$ cat src/hdl/gic_pkg.sv
// shared types, codes and constants of the grouped interrupt controller
package gic_pkg;

  localparam int unsigned LINES_PER_GROUP = 16;
  localparam int unsigned LINE_W          = 48;
  localparam int unsigned GROUPS_DEF      = 3;
  localparam int unsigned GROUP_W         = 2;
  localparam int unsigned FIRST_W         = 6;
  localparam int unsigned IRQ_W           = 3;
  localparam int unsigned CFG_DATA_W      = 64;
  localparam int unsigned CFG_ADDR_W      = 4;

  localparam logic [1:0] MODE_SAMPLE = 2'd0;
  localparam logic [1:0] MODE_READ   = 2'd1;
  localparam logic [1:0] MODE_WRITE  = 2'd2;

  localparam logic REG_PENDING = 1'b0;
  localparam logic REG_MASK    = 1'b1;

  // register index, taken from address bit 3 (registers sit on 8 byte steps)
  localparam logic CFG_IDX_EDGE     = 1'b0;
  localparam logic CFG_IDX_POLARITY = 1'b1;

  typedef logic [LINES_PER_GROUP-1:0] word_t;

  typedef struct packed {
    logic [1:0]         mode;
    logic               reg_sel;
    logic [GROUP_W-1:0] group;
    word_t              write_data;
    logic [LINE_W-1:0]  sources;
  } in_item_t;

  typedef struct packed {
    logic [IRQ_W-1:0]   group_irq;
    logic               irq_any;
    logic [FIRST_W-1:0] first_pending;
    logic               first_valid;
  } status_t;

  typedef struct packed {
    word_t              read_data;
    logic [IRQ_W-1:0]   group_irq;
    logic               irq_any;
    logic [FIRST_W-1:0] first_pending;
    logic               first_valid;
  } out_item_t;

endpackage

$ cat src/hdl/gic_state.sv
// pending, mask and previous-line state with its per-item update
module gic_state #(
  parameter int unsigned GROUPS = gic_pkg::GROUPS_DEF
) (
  input  logic                                 clk,
  input  logic                                 rst_n,
  input  logic                                 fire,
  input  gic_pkg::in_item_t                    item,
  input  logic [gic_pkg::LINE_W-1:0]           edge_select,
  input  logic [gic_pkg::LINE_W-1:0]           polarity,
  output logic [GROUPS-1:0][gic_pkg::LINES_PER_GROUP-1:0] pend_nxt,
  output logic [GROUPS-1:0][gic_pkg::LINES_PER_GROUP-1:0] mask_nxt,
  output gic_pkg::word_t                       read_data
);

  localparam int unsigned LPG = gic_pkg::LINES_PER_GROUP;

  logic [GROUPS-1:0][LPG-1:0] pend_r;
  logic [GROUPS-1:0][LPG-1:0] mask_r;
  logic [gic_pkg::LINE_W-1:0] prev_r;
  logic [gic_pkg::LINE_W-1:0] adj;
  logic [GROUPS-1:0][LPG-1:0] hit;

  assign adj = item.sources ^ polarity;

  // lines beyond the source word never latch
  for (genvar g = 0; g < GROUPS; g++) begin : g_lane
    if ((g + 1) * LPG <= gic_pkg::LINE_W) begin : g_live
      logic [LPG-1:0] a, p, e;
      assign a = adj[g*LPG +: LPG];
      assign p = prev_r[g*LPG +: LPG];
      assign e = edge_select[g*LPG +: LPG];
      assign hit[g] = (e & a & ~p) | (~e & a);
    end else begin : g_dead
      assign hit[g] = '0;
    end
  end

  always_comb begin
    pend_nxt  = pend_r;
    mask_nxt  = mask_r;
    read_data = '0;
    for (int g = 0; g < GROUPS; g++) begin
      if (item.group == gic_pkg::GROUP_W'(g)) begin
        case (item.mode)
          gic_pkg::MODE_READ: begin
            read_data = (item.reg_sel == gic_pkg::REG_MASK) ? mask_r[g] : pend_r[g];
          end
          gic_pkg::MODE_WRITE: begin
            if (item.reg_sel == gic_pkg::REG_MASK) begin
              mask_nxt[g] = item.write_data;
            end else begin
              pend_nxt[g] = pend_r[g] & ~item.write_data;
            end
          end
          default: ;
        endcase
      end
      if (item.mode == gic_pkg::MODE_SAMPLE) begin
        pend_nxt[g] = pend_r[g] | hit[g];
      end
    end
  end

  always_ff @(posedge clk) begin
    if (!rst_n) begin
      pend_r <= '0;
      mask_r <= '1;
      prev_r <= '0;
    end else if (fire) begin
      pend_r <= pend_nxt;
      mask_r <= mask_nxt;
      if (item.mode == gic_pkg::MODE_SAMPLE) begin
        prev_r <= adj;
      end
    end
  end

endmodule

$ cat src/hdl/gic_status.sv
// irq summary and lowest unmasked pending line
module gic_status #(
  parameter int unsigned GROUPS = gic_pkg::GROUPS_DEF
) (
  input  logic [GROUPS-1:0][gic_pkg::LINES_PER_GROUP-1:0] pend,
  input  logic [GROUPS-1:0][gic_pkg::LINES_PER_GROUP-1:0] mask,
  output gic_pkg::status_t                                status
);

  localparam int unsigned LPG   = gic_pkg::LINES_PER_GROUP;
  localparam int unsigned BIT_W = gic_pkg::FIRST_W - gic_pkg::GROUP_W;

  logic [GROUPS-1:0][LPG-1:0]   live;
  logic [GROUPS-1:0]            grp_hit;
  logic [GROUPS-1:0][BIT_W-1:0] grp_low;

  always_comb begin
    for (int g = 0; g < GROUPS; g++) begin
      live[g]    = pend[g] & ~mask[g];
      grp_hit[g] = |live[g];
      grp_low[g] = '0;
      for (int b = LPG - 1; b >= 0; b--) begin
        if (live[g][b]) begin
          grp_low[g] = BIT_W'(b);
        end
      end
    end
  end

  always_comb begin
    status = '0;
    status.irq_any = |grp_hit;
    for (int g = 0; g < GROUPS; g++) begin
      if (g < gic_pkg::IRQ_W) begin
        status.group_irq[g] = grp_hit[g];
      end
    end
    // scan down so the lowest group with a live line wins
    for (int g = GROUPS - 1; g >= 0; g--) begin
      if (grp_hit[g]) begin
        status.first_valid   = 1'b1;
        status.first_pending = {gic_pkg::GROUP_W'(g), grp_low[g]};
      end
    end
  end

endmodule

$ cat src/hdl/grouped_interrupt_controller_unit.sv
// top level of the grouped interrupt controller: handshake stages and config port
// Grouped interrupt controller, GROUPS groups of sixteen lines. Each input item
// either samples the 48 source lines (mode sample), reads a group's pending or
// mask word (mode read) or writes a mask word / clears pending bits by writing
// ones (mode write); every item returns exactly one result item showing the
// read word (zero unless a read) and the irq status after the item's update.
// Source lines are xored with polarity and then latch into pending either on a
// rising edge (edge_select bit 1) or while active (edge_select bit 0). A mask bit
// of 0 enables its line. Throughput is one item per clock while the result channel
// is not stalled; the item sits in the input register, the state update and
// priority encode run combinationally, and the result register loads as the item
// leaves the input register.
// edge_select (byte address 0) and polarity (byte address 8) are written over
// the APB-style port and are meant to change only while no item is in flight.
module grouped_interrupt_controller_unit #(
  parameter int unsigned GROUPS = gic_pkg::GROUPS_DEF
) (
  input  logic                               clk,
  input  logic                               rst_n,
  // input channel
  input  logic                               in_valid,
  output logic                               in_ready,
  input  gic_pkg::in_item_t                  in_item,
  // result channel
  output logic                               out_valid,
  input  logic                               out_ready,
  output gic_pkg::out_item_t                 out_item,
  // configuration port
  input  logic                               psel,
  input  logic                               penable,
  input  logic                               pwrite,
  input  logic [gic_pkg::CFG_ADDR_W-1:0]     paddr,
  input  logic [gic_pkg::CFG_DATA_W-1:0]     pwdata,
  output logic [gic_pkg::CFG_DATA_W-1:0]     prdata,
  output logic                               pready
);

  localparam int unsigned LPG = gic_pkg::LINES_PER_GROUP;

  // configuration registers
  logic [gic_pkg::LINE_W-1:0] edge_sel_r;
  logic [gic_pkg::LINE_W-1:0] polarity_r;
  logic                       cfg_wr;
  logic                       cfg_idx;

  // input stage
  logic              s1_vld_r;
  gic_pkg::in_item_t s1_item_r;
  logic              s1_adv;

  // result stage
  logic               out_vld_r;
  gic_pkg::out_item_t out_item_r;
  logic               s2_take;

  logic [GROUPS-1:0][LPG-1:0] pend_nxt;
  logic [GROUPS-1:0][LPG-1:0] mask_nxt;
  gic_pkg::word_t             rd_word;
  gic_pkg::status_t           status;

  // ---------------------------------------------------------------------------
  // config port: always ready, register chosen by address bit 3
  // ---------------------------------------------------------------------------
  assign pready  = 1'b1;
  assign cfg_idx = paddr[3];
  assign cfg_wr  = psel && penable && pwrite && pready;

  always_comb begin
    case (cfg_idx)
      gic_pkg::CFG_IDX_EDGE:     prdata = gic_pkg::CFG_DATA_W'(edge_sel_r);
      gic_pkg::CFG_IDX_POLARITY: prdata = gic_pkg::CFG_DATA_W'(polarity_r);
      default:                   prdata = '0;
    endcase
  end

  always_ff @(posedge clk) begin
    if (!rst_n) begin
      edge_sel_r <= '1;
      polarity_r <= '0;
    end else if (cfg_wr) begin
      case (cfg_idx)
        gic_pkg::CFG_IDX_EDGE:     edge_sel_r <= pwdata[gic_pkg::LINE_W-1:0];
        gic_pkg::CFG_IDX_POLARITY: polarity_r <= pwdata[gic_pkg::LINE_W-1:0];
        default: ;
      endcase
    end
  end

  // ---------------------------------------------------------------------------
  // handshake: the result register frees when empty or taken, the input
  // register moves on whenever the result register can accept
  // ---------------------------------------------------------------------------
  assign s2_take  = !out_vld_r || out_ready;
  assign s1_adv   = s1_vld_r && s2_take;
  assign in_ready = !s1_vld_r || s2_take;

  always_ff @(posedge clk) begin
    if (!rst_n) begin
      s1_vld_r <= 1'b0;
    end else if (in_ready) begin
      s1_vld_r <= in_valid;
    end
  end

  // payload only, no reset needed
  always_ff @(posedge clk) begin
    if (in_ready && in_valid) begin
      s1_item_r <= in_item;
    end
  end

  // ---------------------------------------------------------------------------
  // state update for the item in the input register
  // ---------------------------------------------------------------------------
  gic_state #(
    .GROUPS (GROUPS)
  ) u_state (
    .clk         (clk),
    .rst_n       (rst_n),
    .fire        (s1_adv),
    .item        (s1_item_r),
    .edge_select (edge_sel_r),
    .polarity    (polarity_r),
    .pend_nxt    (pend_nxt),
    .mask_nxt    (mask_nxt),
    .read_data   (rd_word)
  );

  // status reflects the state after this item's update
  gic_status #(
    .GROUPS (GROUPS)
  ) u_status (
    .pend   (pend_nxt),
    .mask   (mask_nxt),
    .status (status)
  );

  // ---------------------------------------------------------------------------
  // result register
  // ---------------------------------------------------------------------------
  always_ff @(posedge clk) begin
    if (!rst_n) begin
      out_vld_r <= 1'b0;
    end else if (s2_take) begin
      out_vld_r <= s1_vld_r;
    end
  end

  always_ff @(posedge clk) begin
    if (s1_adv) begin
      out_item_r.read_data     <= rd_word;
      out_item_r.group_irq     <= status.group_irq;
      out_item_r.irq_any       <= status.irq_any;
      out_item_r.first_pending <= status.first_pending;
      out_item_r.first_valid   <= status.first_valid;
    end
  end

  assign out_valid = out_vld_r;
  assign out_item  = out_item_r;

endmodule

$ cat config.mk
export PLATFORM = sky130hd
export DESIGN_NAME = grouped_interrupt_controller_unit
export DESIGN_NICKNAME = d
export VERILOG_FILES = /design/src/hdl/gic_pkg.sv /design/src/hdl/gic_state.sv /design/src/hdl/gic_status.sv /design/src/hdl/grouped_interrupt_controller_unit.sv
export SDC_FILE = /design/constraint.sdc
export NUM_CORES = 1
export LEC_CHECK = 0
export BUFFER_PORTS_ARGS = -buffer_cell sky130_fd_sc_hd__buf_4
export CELL_PAD_IN_SITES_DETAIL_PLACEMENT = 1
export CELL_PAD_IN_SITES_GLOBAL_PLACEMENT = 2
export CORE_MARGIN = 4
export CORE_UTILIZATION = 36
export CTS_CLUSTER_DIAMETER = 30
export DETAILED_ROUTE_END_ITERATION = 8
export GPL_TIMING_DRIVEN = 0
export PLACE_DENSITY = 0.82
export SLEW_MARGIN = 20
export SYNTH_ARGS = -nofsm -noshare
export SYNTH_HDL_FRONTEND = slang
export SYNTH_SLANG_ARGS = --single-unit
$ cat constraint.sdc
create_clock -name clk -period 3.3 [get_ports clk]
set_clock_uncertainty 0.2 [all_clocks]
set_input_delay 0.165 -clock clk [delete_from_list [all_inputs] [get_ports clk]]
set_output_delay 0.165 -clock clk [all_outputs]
set_load 0.05 [all_outputs]
==> PnR_summary.wiki, run 1 <==
{| class="wikitable"
! Metric !! Value
|-
| Final routed DRC violation total || 0
|-
| Post-synth design cell area || around 0.016 sq mm
|-
| Clock latency on the worst-skew pair || roughly 600 ps
|-
| Unrepaired setup endpoints after global routing || yes
|-
| Peak supply drop || 0.000465 V
|-
| Highest net fanout along the worst path || 10
|-
| Total power draw || between 0.01 and 0.015 W
|-
| Yosys top cell by area || sky130_fd_sc_hd__dfxtp_1
|-
| Final worst path period need || approximately 3300 ps
|-
| Design internal power || 0.0107 W
|-
| Routability congestion estimate || 0.967
|-
| Sink count of the clock tree || 338
|-
| CTS tree || done
|-
| Class of the tightest hold or removal check || primary input to register
|-
| Violations in the final reports || setup timing
|-
| GRT overflow || 0
|-
| Final setup violation count || 1
|-
| Final Net Count || 2196
|-
| Worst hold path cell count || 2
|-
| Syn Area/Cell || approximately 10 sq um
|-
| Die X-Extent || 216 um
|-
| Portion of synthesized cell area occupied by the leading cell type || a little under a third
|-
| Data arrival at the endpoint of the critical path || around 3400 ps
|-
| Comb power frac || 10.4%
|-
| Sum of net half-perimeters after detailed placement || a little under 50 mm
|-
| Buffer depth of the longest clock path || 3
|-
| Maximum frequency from static timing analysis || 302 MHz
|-
| Most frequent cell after synthesis || sky130_fd_sc_hd__nand2_1
|-
| Net switching power figure || 0.00386 W
|-
| DRT iter0 DRCs || 1361
|-
| Area of the die || 0.0465 sq mm
|-
| Slew Limit Fails || 0
|-
| Final worst-path cycle share || 100%
|-
| Crit. End Element || register
|-
| Worst rel slew slack || 24.7%
|-
| Library cell used as clock root buffer || sky130_fd_sc_hd__clkbuf_16
|-
| Run status || finished with violations
|-
| Number of maximum-capacitance violations || 0
|-
| Average routed wire per standard cell || between 20 and 30 um
|-
| Part of the power in the clock network || 58.5%
|-
| Initial core utilization || 36.7%
|-
| Overall via count from detail_route || roughly 15k
|-
| Leading cell types by total area after synthesis || sky130_fd_sc_hd__dfxtp_1 (31%), sky130_fd_sc_hd__edfxtp_1 (19%), sky130_fd_sc_hd__nand2_1 (8.0%), sky130_fd_sc_hd__mux2i_1 (3.6%), sky130_fd_sc_hd__mux2_2 (3.5%)
|-
| Sequential-to-total area share from yosys stat || about half
|-
| Number of clock buffers inserted by TritonCTS || between 80 and 90
|-
| Pin count of the biggest net entering global routing || 50
|-
| Vertical die dimension || 216 um
|-
| R2r worst-path depth || 7
|-
| Net switching fraction of the power || 26.4%
|-
| Number of flops mapped to enable cells by yosys || 96
|-
| Number of register bits inferred by synthesis || about 340
|-
| Type of the worst setup path || register to register
|-
| Post-DRT Antenna Nets || 0
|-
| Ys async rst share || 0%
|-
| Clock-pin transition on the worst setup and hold timing paths || approximately 60 ps
|-
| Global-route wire length before repair || ~100 mm
|-
| Warnings from Yosys || 0
|-
| Seq pwr share || between 30 and 40%
|-
| Top-level I/O count || approximately 240
|-
| Final critical-path setup slack || -7.40 ps
|-
| Std-Cell Core Area || roughly 0.042 sq mm
|-
| Antenna violations before repair || 0
|-
| Least-Margin Pin Slew || between 1000 and 1500 ps
|-
| Total detailed-routing wirelength || approximately 70 mm
|-
| Required @ worst endpoint || roughly 3400 ps
|-
| Worst setup slack after placement || -544 ps
|-
| Standby leakage power || 9.04 nW
|-
| Overall track demand over capacity in global routing || slightly below 30%
|-
| P per Cell Area || roughly 640 mW/mm^2
|-
| Mean number of vias per cell || 5.68
|-
| Layout cell share with drive strength beyond 1 || 25.6%
|-
| Filler instances || between 4k and 5k
|-
| Buffers on Ports || a little under 200
|-
| Setup crit start kind || register
|-
| CTS H-Tree Depth || 3
|-
| Floorplan row count || between 70 and 80
|-
| Drt pass-1 iters || 8
|-
| Count of placed standard cells in the final layout, fillers left out || 2666
|-
| Number of different library cells in the post-synthesis netlist || 72
|-
| Synth-to-layout area growth || 46.7%
|-
| Inst Count DP || between 2k and 2.5k
|-
| Synth cell count leaders || sky130_fd_sc_hd__nand2_1 (331), sky130_fd_sc_hd__dfxtp_1 (242), sky130_fd_sc_hd__edfxtp_1 (96)
|-
| Post-synth top flop || sky130_fd_sc_hd__dfxtp_1
|-
| Via count of the first global-routing pass || ~16k
|-
| Synthesized instance count || approximately 1.6k
|-
| Final Hold Viols || 0
|}
path summary, 6_finish.rpt:
| check | start | endpoint | slack [ps] |
|---|---|---|---|
| setup / recovery | s1_item_r[68] | out_item[14] | -7 |
| hold / removal | in_item[58] | s1_item_r[58] | 80 |
| setup reg to reg | s1_item_r[68] | out_item[14] | -7 |
| hold reg to reg | polarity_r[24] | polarity_r[24] | 290 |
final cells by class:
| cell class | instances | area, sq um | area share [%] |
|---|---|---|---|
| clock buffers | 105 | 2360 | 10.4 |
| clock inverters | 57 | 628 | 2.76 |
| multi-input cells | 1132 | 7620 | 33.5 |
| repair buffers | 360 | 3040 | 13.3 |
| flip-flops and latches | 338 | 7730 | 34.0 |
| well taps | 539 | 674 | 2.96 |
| plain buffers | 128 | 684 | 3.01 |
| inverters | 6 | 22.5 | 0.0990 |
| diodes | 1 | 2.50 | 0.0110 |
cells in the final DEF, fill, tap and decap left out, drive strengths merged, types with 4 or more instances in the layout:
cell type,count
a211oi,6
a21boi,49
a21oi,6
a221o,29
a221oi,18
a222oi,33
a31o,4
a31oi,44
a41oi,46
and2,4
buf,288
bufinv,8
clkbuf,185
clkinv,33
clkinvlp,6
conb,17
dfxtp,242
dlygate4sd3,120
edfxtp,96
inv,16
mux2,48
mux2i,56
nand2,333
nand2b,24
nand3,55
nand4,9
nor2,76
nor2b,55
nor3,9
nor3b,7
nor4,4
o2111ai,4
o211a,5
o211ai,52
o21ai,55
or3,4
xor2,45
metrics by stage:
step                area (sq um)  util, %  setup TNS (ps)  hold WS [ps]
finish                     22700     53.9           -7.40          79.9
global route               22700     53.9           -76.2          71.5
CTS                        22300     52.9           -31.0          52.9
detailed placement         17800     42.1           -3090           144
global placement           17700     42.0           -3280           144
floorplan                  15600        -               0          63.9
power groups by stage:
stage               Sequential, W  Combinational, W  Clock (W)
CTS                       0.00454           0.00145    0.00859
finish                    0.00455           0.00151    0.00854
global placement          0.00462           0.00127          0
global route              0.00456           0.00159    0.00886
floorplan                 0.00464          0.000710          0
detailed placement        0.00462           0.00129          0
flip-flops by register name (all words and copies together), names as in the netlist:
name	count
u_state.pend_r	48
s1_vld_r	1
u_state.mask_r	48
u_state.prev_r	48
edge_sel_r	48
out_valid	1
s1_item_r	69
polarity_r	48
out_item	27
layer usage:
layer	GRT usage, %	up-vias	share of wire, %
li1	-	6820	-
met1	35.8	7531	40
met2	49.3	635	48
met3	5.85	170	6.6
met4	12.9	0	4.5
met5	0	-	0
cells by family after synthesis:
| kind of cell | share of synthesized area (%) |
|---|---|
| other | 0.0484 |
| and+or+nand+nor | 17.7 |
| DFF | 49.8 |
| muxes | 7.10 |
| buffers and inverters | 4.12 |
| AOI/OAI and AO/OA | 18.4 |
| xor gates and xnor gates | 2.71 |
worst max-delay path, cell delays in order (launching register included):
cell and delay (ps):
sky130_fd_sc_hd__edfxtp_1 390, sky130_fd_sc_hd__buf_6 150, sky130_fd_sc_hd__buf_2 260, sky130_fd_sc_hd__nand2b_1 210, sky130_fd_sc_hd__nor3_2 120, sky130_fd_sc_hd__clkbuf_1 350, sky130_fd_sc_hd__a222oi_1 1080, sky130_fd_sc_hd__mux2i_1 220
timing repair:
action / in CTS / in global routing
gates cloned: 0 / 0
buffers inserted: 19 / 20
hold buffers: 120 / 0
hold endpoints to repair: 187 / 0
pin swaps: 14 / 24
endpoints found under the setup margin: 45 / 10
resized for setup: 38 / 48
Power figures use the tool's default switching activity.
==> run 2: changes to the inputs <==
--- a/config.mk
+++ b/config.mk
@@ -9,7 +9,7 @@
 export CELL_PAD_IN_SITES_DETAIL_PLACEMENT = 1
 export CELL_PAD_IN_SITES_GLOBAL_PLACEMENT = 2
 export CORE_MARGIN = 4
-export CORE_UTILIZATION = 36
+export CORE_UTILIZATION = 37
 export CTS_CLUSTER_DIAMETER = 30
 export DETAILED_ROUTE_END_ITERATION = 8
 export GPL_TIMING_DRIVEN = 0
@@ -17,4 +17,5 @@
 export SLEW_MARGIN = 20
 export SYNTH_ARGS = -nofsm -noshare
 export SYNTH_HDL_FRONTEND = slang
+export SYNTH_HIERARCHICAL = 1
 export SYNTH_SLANG_ARGS = --single-unit
==> PnR_summary.wiki, run 2 <==
{| class="wikitable"
! Metric !! Value
|-
| Final Net Count || 2313 (+5.3%)
|-
| Required @ worst endpoint || 3460 ps (+70 ps)
|-
| Sink count of the clock tree || 338 (unchanged)
|-
| Via count of the first global-routing pass || 17.1k (+6.1%)
|-
| Worst rel slew slack || 25.1% (+0.42 points)
|-
| Clock latency on the worst-skew pair || 630 ps (+30 ps)
|-
| FF-to-FF End || out_item[2]
|-
| Yosys top cell by area || sky130_fd_sc_hd__dfxtp_1
|-
| Number of maximum-capacitance violations || 0 (unchanged)
|-
| Synth-to-layout area growth || 42.7%
|-
| Run status || finished with violations
|-
| Warnings from Yosys || 6 (+6)
|-
| CTS tree || done
|-
| Number of register bits inferred by synthesis || 338 (unchanged)
|-
| Post-synth top flop || sky130_fd_sc_hd__dfxtp_1
|-
| Ys async rst share || 0% (unchanged)
|-
| R2r worst-path depth || 8 (+1)
|-
| Std-Cell Core Area || 0.0457 sq mm (+8.2%)
|-
| Type of the worst setup path || register to register
|-
| Final routed DRC violation total || 0 (unchanged)
|-
| Vertical die dimension || 224 um (+3.7%)
|-
| Initial core utilization || 37.6% (+0.91 points)
|-
| CTS H-Tree Depth || 3 (unchanged)
|-
| Pin count of the biggest net entering global routing || 24 (-52%)
|-
| Area of the die || 0.0500 sq mm (+7.6%)
|-
| Unrepaired setup endpoints after global routing || yes
|-
| Most frequent cell after synthesis || sky130_fd_sc_hd__dfxtp_1
|-
| Least-Margin Pin Slew || 1110 ps (-15.6 ps)
|-
| Crit. End Element || register
|-
| Largest stage delay, worst path || 780 ps (-300 ps)
|-
| Overall via count from detail_route || 15.8k (+4.1%)
|-
| Number of clock buffers inserted by TritonCTS || 89 (+3.5%)
|-
| Series of cell instances along the critical path || clkbuf_1 -> mux2_4 -> nor2b_4 -> or4b_4 -> or4_4 -> and2_4 -> o311ai_4 -> a21oi_2
|-
| Worst hold path cell count || 2 (unchanged)
|-
| Top register by number of flip-flops || s1_item_r
|-
| Met1 layer usage reported by global route || 36.2% (+0.42 points)
|-
| Post-synth design cell area || 0.0172 sq mm (+11%)
|-
| Met3 track demand over resource || 5.02% (-0.83 points)
|-
| Post-DRT Antenna Nets || 0 (unchanged)
|-
| Sequential-to-total area share from yosys stat || 45.0% (-4.9 points)
|-
| Total detailed-routing wirelength || 73.4 mm (+5.5%)
|-
| Highest net fanout along the worst path || 10 (unchanged)
|-
| Maximum frequency from static timing analysis || 276 MHz (-8.7%)
|-
| Total power draw || 0.0154 W (+5.8%)
|-
| Startpoint of the worst hold path || in_item[12]
|-
| Number of different library cells in the post-synthesis netlist || 67 (-6.9%)
|-
| Mean number of vias per cell || 5.55 (-2.4%)
|-
| Overall track demand over capacity in global routing || 28.6% (-0.41 points)
|-
| Core utilization of the finished layout || 53.7% (-0.15 points)
|-
| P per Cell Area || 629 mW/mm^2 (-1.9%)
|-
| Buffer depth of the longest clock path || 3 (unchanged)
|-
| Synthesized instance count || 1712 (+7.7%)
|-
| Largest register FFs || 69 (unchanged)
|-
| Setup crit start kind || register
|-
| Endpoint of the worst hold path || s1_item_r[12]
|-
| Antenna violations before repair || 1 (+1)
|-
| Buffers on Ports || 200 (+0.50%)
|-
| Syn Area/Cell || 10.0 sq um (+2.9%)
|-
| Met2 usage || 50.0% (+0.68 points)
|-
| Final Hold Viols || 0 (unchanged)
|-
| Most used cells in the layout excluding fill and tap cells || sky130_fd_sc_hd__buf_4 (250), sky130_fd_sc_hd__dfxtp_1 (242), sky130_fd_sc_hd__mux2_2 (124)
|-
| Global-route wire length before repair || 109 mm (+6.0%)
|-
| Layout cell share with drive strength beyond 1 || 28.4% (+2.8 points)
|-
| Routability congestion estimate || 0.959 (-0.86%)
|-
| Sum of net half-perimeters after detailed placement || 52.2 mm (+5.1%)
|-
| Standby leakage power || 9.11 nW (+0.81%)
|-
| Library cell used as clock root buffer || sky130_fd_sc_hd__clkbuf_16
|-
| Worst setup slack after placement || -1140 ps (-591 ps)
|-
| Class of the tightest hold or removal check || primary input to register
|-
| Slew Limit Fails || 0 (unchanged)
|-
| Final setup violation count || 38 (+37)
|-
| Register-to-Register Setup Slack || -320 ps (-320 ps)
|-
| Drt pass-1 iters || 5 (-3)
|-
| Final total negative setup slack || -3380 ps (-3370 ps)
|-
| Violations in the final reports || setup timing
|-
| Final critical-path setup slack || -324 ps (-317 ps)
|-
| Final worst-path cycle share || 110% (+9.6 points)
|-
| GRT overflow || 0 (unchanged)
|-
| Gr busiest metal || met2
|-
| Average routed wire per standard cell || 25.8 um (-1.1%)
|-
| Peak supply drop || 0.000708 V (+52%)
|-
| Top-level I/O count || 238 (unchanged)
|-
| DRT iter0 DRCs || 1079 (-21%)
|-
| Portion of synthesized cell area occupied by the leading cell type || 28.2% (-3.1 points)
|-
| Most frequent standard cell in the layout excluding fill and tap cells || sky130_fd_sc_hd__buf_4
|-
| Worst flop-to-flop path startpoint || s1_item_r[51]
|-
| Final worst path period need || 3620 ps (+317 ps)
|-
| Synth cell count leaders || sky130_fd_sc_hd__dfxtp_1 (242), sky130_fd_sc_hd__mux2_2 (128), sky130_fd_sc_hd__nor2b_1 (120)
|-
| Data arrival at the endpoint of the critical path || 3780 ps (+390 ps)
|-
| Crit-path slowest cell || sky130_fd_sc_hd__clkbuf_1
|-
| Clock-pin transition on the worst setup and hold timing paths || 40 ps (-20 ps)
|-
| Floorplan row count || 78 (+4.0%)
|-
| Number of flops mapped to enable cells by yosys || 96 (unchanged)
|-
| Leading cell types by total area after synthesis || sky130_fd_sc_hd__dfxtp_1 (28%), sky130_fd_sc_hd__edfxtp_1 (17%), sky130_fd_sc_hd__mux2_2 (8.4%), sky130_fd_sc_hd__mux2i_1 (6.5%), sky130_fd_sc_hd__nor2b_1 (4.4%)
|-
| Die X-Extent || 224 um (+3.7%)
|}
==> run 2: cell types whose count changed after synthesis, moves of 46 or more <==
cell | before | now
sky130_fd_sc_hd__nand2_1 | 331 | 108
sky130_fd_sc_hd__a211oi_1 | 6 | 99
sky130_fd_sc_hd__mux2_2 | 48 | 128
sky130_fd_sc_hd__nor2b_1 | 54 | 120
sky130_fd_sc_hd__mux2i_1 | 56 | 112
sky130_fd_sc_hd__inv_1 | 5 | 54
sky130_fd_sc_hd__o211ai_1 | 52 | 3
sky130_fd_sc_hd__a41oi_1 | 46 | 0
==> run 2: routing by layer <==
metal / wire length, um / vias up
met5: 0 / -
met4: 2090 / 0
met3: 3930 / 128
met2: 36600 / 514
met1: 30700 / 7994
li1: - / 7142
==> run 2: cells by family (layout without fill, tap and decap cells) <==
family / after synthesis / in the layout / share of synthesized area [%]
and+or+nand+nor: 464 / 464 / 14.8
AOI/OAI and AO/OA: 407 / 407 / 17.0
buffers and inverters: 213 / 729 / 5.85
other: 2 / 19 / 0.0437
xor gates and xnor gates: 48 / 48 / 2.45
muxes: 240 / 240 / 14.9
DFF: 338 / 338 / 45.0
==> run 2: critical path, delay by kind of cell, from the launching register on <==
kind                   cells  cell delay (ps)
AOI/OAI and AO/OA          2              230
buffers and inverters      1              780
DFF                        1              410
muxes                      1              320
and+or+nand+nor            4             1410
==> run 2: worst max path at each step <==
stage,from,end,slack (ps),cells after the start
floorplan,out_valid,s1_item_r[0],40,2
global placement,s1_item_r[66],out_item[1],-1230,9
detailed placement,s1_item_r[68],out_item[1],-1140,10
CTS,s1_item_r[67],out_item[2],-280,12
global route,s1_item_r[67],out_item[1],-320,13
finish,s1_item_r[51],out_item[2],-320,8
==> run 2: area by class of cell <==
class / count / area (sq um)
flip-flops and latches: 338 / 7730
fillers: 4991 / 21100
clock inverters: 61 / 816
well taps: 600 / 751
clock buffers: 104 / 2360
inverters: 54 / 203
diodes: 2 / 5.00
repair buffers: 353 / 3050
plain buffers: 157 / 876
multi-input cells: 1176 / 8740
==> run 2: repair_timing <==
item                                    4_1_cts  5_1_grt
buffers inserted                             23        4
hold endpoints to repair                    184        0
pin swaps                                    13       12
gates resized for setup                      49       36
hold buffers                                121        0
endpoints found under the setup margin       11       52
==> run 2: report_power, final <==
part | internal (W) | total (W) | switching, W
clock network | 0.00649 | 0.00923 | 0.00274
logic | 0.000658 | 0.00168 | 0.00102
registers | 0.00443 | 0.00454 | 0.000102
total | 0.0116 | 0.0154 | 0.00386
==> run 2: through the flow <==
stage	hold slack [ps]	cells	cell area [sq um]
2_1_floorplan	63.9	1727	17300
3_3_place_gp	144	2527	19500
3_5_place_dp	144	2532	19700
4_1_cts	30.0	2840	24400
5_1_grt	43.1	2843	24500
6_report	59.7	2845	24500
==> run 3: changes to the inputs <==
--- a/config.mk
+++ b/config.mk
@@ -5,15 +5,17 @@
 export SDC_FILE = /design/constraint.sdc
 export NUM_CORES = 1
 export LEC_CHECK = 0
+export ABC_AREA = 1
 export BUFFER_PORTS_ARGS = -buffer_cell sky130_fd_sc_hd__buf_4
 export CELL_PAD_IN_SITES_DETAIL_PLACEMENT = 1
 export CELL_PAD_IN_SITES_GLOBAL_PLACEMENT = 2
 export CORE_MARGIN = 4
-export CORE_UTILIZATION = 37
+export CORE_UTILIZATION = 32
 export CTS_CLUSTER_DIAMETER = 30
 export DETAILED_ROUTE_END_ITERATION = 8
 export GPL_TIMING_DRIVEN = 0
 export PLACE_DENSITY = 0.82
+export REMOVE_ABC_BUFFERS = 1
 export SLEW_MARGIN = 20
 export SYNTH_ARGS = -nofsm -noshare
 export SYNTH_HDL_FRONTEND = slang
==> PnR_summary.wiki, run 3 <==
{| class="wikitable"
! Metric !! Value
|-
| Cell area after layout || 0.0257 sq mm (+4.7%)
|-
| Worst Hold Margin || 46.1 ps (-13.6 ps)
|-
| Post-synth design cell area || 0.0177 sq mm (+3.0%)
|-
| Clock-pin transition on the worst setup and hold timing paths || 40 ps (about the same)
|-
| CTS H-Tree Depth || 3 (unchanged)
|-
| Average routed wire per standard cell || 18.0 um (-30%)
|-
| Unrepaired setup endpoints after global routing || yes
|-
| Overall track demand over capacity in global routing || 22.8% (-5.8 points)
|-
| Class of the tightest hold or removal check || primary input to register
|-
| Sum of net half-perimeters after detailed placement || 42.6 mm (-18%)
|-
| Synth-to-layout area growth || 45.1%
|-
| Final Net Count || 3154 (+36%)
|-
| Number of different library cells in the post-synthesis netlist || 37 (-45%)
|-
| Crit. End Element || register
|-
| Final worst path period need || 3160 ps (-465 ps)
|-
| Clock latency on the worst-skew pair || 650 ps (+20 ps)
|-
| Slew Limit Fails || 0 (unchanged)
|-
| Setup crit start kind || register
|-
| Number of flops mapped to enable cells by yosys || 96 (unchanged)
|-
| Routability congestion estimate || 0.783 (-18%)
|-
| P per Cell Area || 666 mW/mm^2 (+5.8%)
|-
| Yosys top cell by area || sky130_fd_sc_hd__dfxtp_1
|-
| DRT iter0 DRCs || 794 (-26%)
|-
| Antenna violations before repair || 0 (-1)
|-
| Least-Margin Pin Slew || 1130 ps (+18.9 ps)
|-
| Library cell used as clock root buffer || sky130_fd_sc_hd__clkbuf_16
|-
| Most frequent standard cell in the layout excluding fill and tap cells || sky130_fd_sc_hd__nand2_1
|-
| Overall via count from detail_route || 18.5k (+17%)
|-
| Via count of the first global-routing pass || 19.7k (+15%)
|-
| Largest register FFs || 69 (unchanged)
|-
| Synthesized instance count || 2633 (+54%)
|-
| Ys async rst share || 0% (unchanged)
|-
| Run status || finished, final reports clean
|-
| Top-level I/O count || 238 (unchanged)
|-
| Final routed DRC violation total || 0 (unchanged)
|-
| Top register by number of flip-flops || s1_item_r
|-
| Final total negative setup slack || 0 ps (+3380 ps)
|-
| Worst rel slew slack || 24.4% (-0.73 points)
|-
| Filler instances || 6588 (+32%)
|-
| Post-placement cell area || 0.0202 sq mm (+2.5%)
|-
| Syn Area/Cell || 6.73 sq um (-33%)
|-
| Standby leakage power || 12.7 nW (+39%)
|-
| Global-route wire length before repair || 108 mm (-0.78%)
|-
| GRT overflow || 0 (unchanged)
|-
| Area of the die || 0.0592 sq mm (+18%)
|-
| Leading cell types by total area after synthesis || sky130_fd_sc_hd__dfxtp_1 (27%), sky130_fd_sc_hd__nand2_1 (21%), sky130_fd_sc_hd__edfxtp_1 (16%), sky130_fd_sc_hd__inv_1 (7.6%), sky130_fd_sc_hd__nand3_1 (5.3%)
|-
| CTS tree || done
|-
| Std-Cell Core Area || 0.0543 sq mm (+19%)
|-
| Mean number of vias per cell || 4.81 (-13%)
|-
| Portion of synthesized cell area occupied by the leading cell type || 27.4% (-0.82 points)
|-
| Sink count of the clock tree || 338 (unchanged)
|-
| Data arrival at the endpoint of the critical path || 3470 ps (-310 ps)
|-
| Sequential-to-total area share from yosys stat || 43.6% (-1.3 points)
|-
| Post-synth top flop || sky130_fd_sc_hd__dfxtp_1
|-
| Most used cells in the layout excluding fill and tap cells || sky130_fd_sc_hd__nand2_1 (1004), sky130_fd_sc_hd__inv_1 (358), sky130_fd_sc_hd__dfxtp_1 (242)
|-
| Number of clock buffers inserted by TritonCTS || 106 (+19%)
|-
| Type of the worst setup path || register to register
|-
| Required @ worst endpoint || 3620 ps (+160 ps)
|-
| Synth cell count leaders || sky130_fd_sc_hd__nand2_1 (1008), sky130_fd_sc_hd__inv_1 (360), sky130_fd_sc_hd__dfxtp_1 (242)
|-
| Total detailed-routing wirelength || 69.3 mm (-5.6%)
|-
| Number of maximum-capacitance violations || 0 (unchanged)
|-
| Highest net fanout along the worst path || 13 (+3)
|-
| Floorplan row count || 85 (+9.0%)
|-
| Final Hold Viols || 0 (unchanged)
|-
| Initial core utilization || 32.6% (-5.1 points)
|-
| Warnings from Yosys || 6 (unchanged)
|-
| Die X-Extent || 243 um (+8.8%)
|-
| Layout cell share with drive strength beyond 1 || 17.2% (-11 points)
|-
| Number of register bits inferred by synthesis || 338 (unchanged)
|-
| Most frequent cell after synthesis || sky130_fd_sc_hd__nand2_1
|-
| Vertical die dimension || 243 um (+8.8%)
|-
| Buffers on Ports || 201 (+0.50%)
|-
| Pin count of the biggest net entering global routing || 109 (+350%)
|-
| Final worst-path cycle share || 95.7% (-14 points)
|-
| Drt pass-1 iters || 5 (unchanged)
|-
| Buffer depth of the longest clock path || 3 (unchanged)
|-
| Peak supply drop || 0.000483 V (-32%)
|-
| Final setup violation count || 0 (-100%)
|-
| Post-DRT Antenna Nets || 0 (unchanged)
|-
| Diodes inserted || 0 (-2)
|-
| Maximum frequency from static timing analysis || 317 MHz (+15%)
|}
## run 3: timing repair
action	CTS	global route
hold buffers	154	0
endpoints found under the setup margin	11	11
pin swaps	5	5
setup buffers	13	6
resized for setup	16	24
hold endpoints to repair	239	0
gates cloned	2	3
## run 3: power by group
group | leakage, nW | internal (W) | total, W | switching [W]
sequential | 2.92 | 0.00454 | 0.00470 | 0.000156
combinational | 7.92 | 0.000769 | 0.00220 | 0.00144
clock | 1.83 | 0.00723 | 0.0102 | 0.00297
total | 12.7 | 0.0125 | 0.0171 | 0.00456
## run 3: final timing paths
kind,from,to,cells past startpoint,slack (ps)
worst max register to register,s1_item_r[67],out_item[3],18,140
worst min-delay path,in_item[26],s1_item_r[26],2,50
worst min register to register,edge_sel_r[13],edge_sel_r[13],2,280
worst max-delay path,s1_item_r[67],out_item[3],18,140
## run 3: metrics by stage
step	cells	power, W	setup slack, ps	util (%)
final	3843	0.0171	141	47.3
after global routing	3843	0.0178	-13.6	47.3
after CTS	3837	0.0173	2.26	47.1
after detailed placement	3466	0.00674	-660	37.1
after global placement	3430	0.00662	-18310	35.6
after floorplan	2490	0.00592	-8320	-
## run 3: layer usage
| metal | vias to the layer above | global-route usage [%] | wire (um) |
|---|---|---|---|
| li1 | 8987 | - | - |
| met1 | 8974 | 28.5 | 30400 |
| met2 | 408 | 40.2 | 34600 |
| met3 | 107 | 4.28 | 2940 |
| met4 | 0 | 6.57 | 1440 |
| met5 | - | 0 | 0 |
## run 3: worst max-delay path, stage by stage, from the launching register on
cell and delay, ps:
sky130_fd_sc_hd__edfxtp_1 380, sky130_fd_sc_hd__buf_4 160, sky130_fd_sc_hd__buf_8 150, sky130_fd_sc_hd__nor3_4 220
sky130_fd_sc_hd__buf_6 180, sky130_fd_sc_hd__buf_12 140, sky130_fd_sc_hd__buf_12 110, sky130_fd_sc_hd__nand3_1 60
sky130_fd_sc_hd__nand2_1 90, sky130_fd_sc_hd__inv_1 50, sky130_fd_sc_hd__nand2_1 100, sky130_fd_sc_hd__nand2_1 100
sky130_fd_sc_hd__nor2_2 190, sky130_fd_sc_hd__nand3_2 140, sky130_fd_sc_hd__nor2_4 180, sky130_fd_sc_hd__inv_1 140
sky130_fd_sc_hd__nor2_2 220, sky130_fd_sc_hd__nand3_1 120, sky130_fd_sc_hd__nand2_1 80
## run 3: final cells by class
cell class	count	area [sq um]	area share (%)
Multi-Input combinational cell	1779	7900	30.7
Sequential cell	338	7730	30.1
Timing Repair Buffer	409	3990	15.5
Clock buffer	154	3100	12.1
Inverter	374	1440	5.62
Tap cell	739	925	3.60
Clock inverter	48	578	2.25
Timing Repair inverter	2	27.5	0.107
## run 3: cell families (layout without fill, tap and decap cells)
family / Yosys count / after routing / synth area share, %
AOI/OAI and AO/OA: 310 / 310 / 9.50
buffers and inverters: 532 / 987 / 12.9
DFF: 338 / 338 / 43.6
other: 2 / 17 / 0.0424
and+or+nand+nor: 1451 / 1452 / 33.9
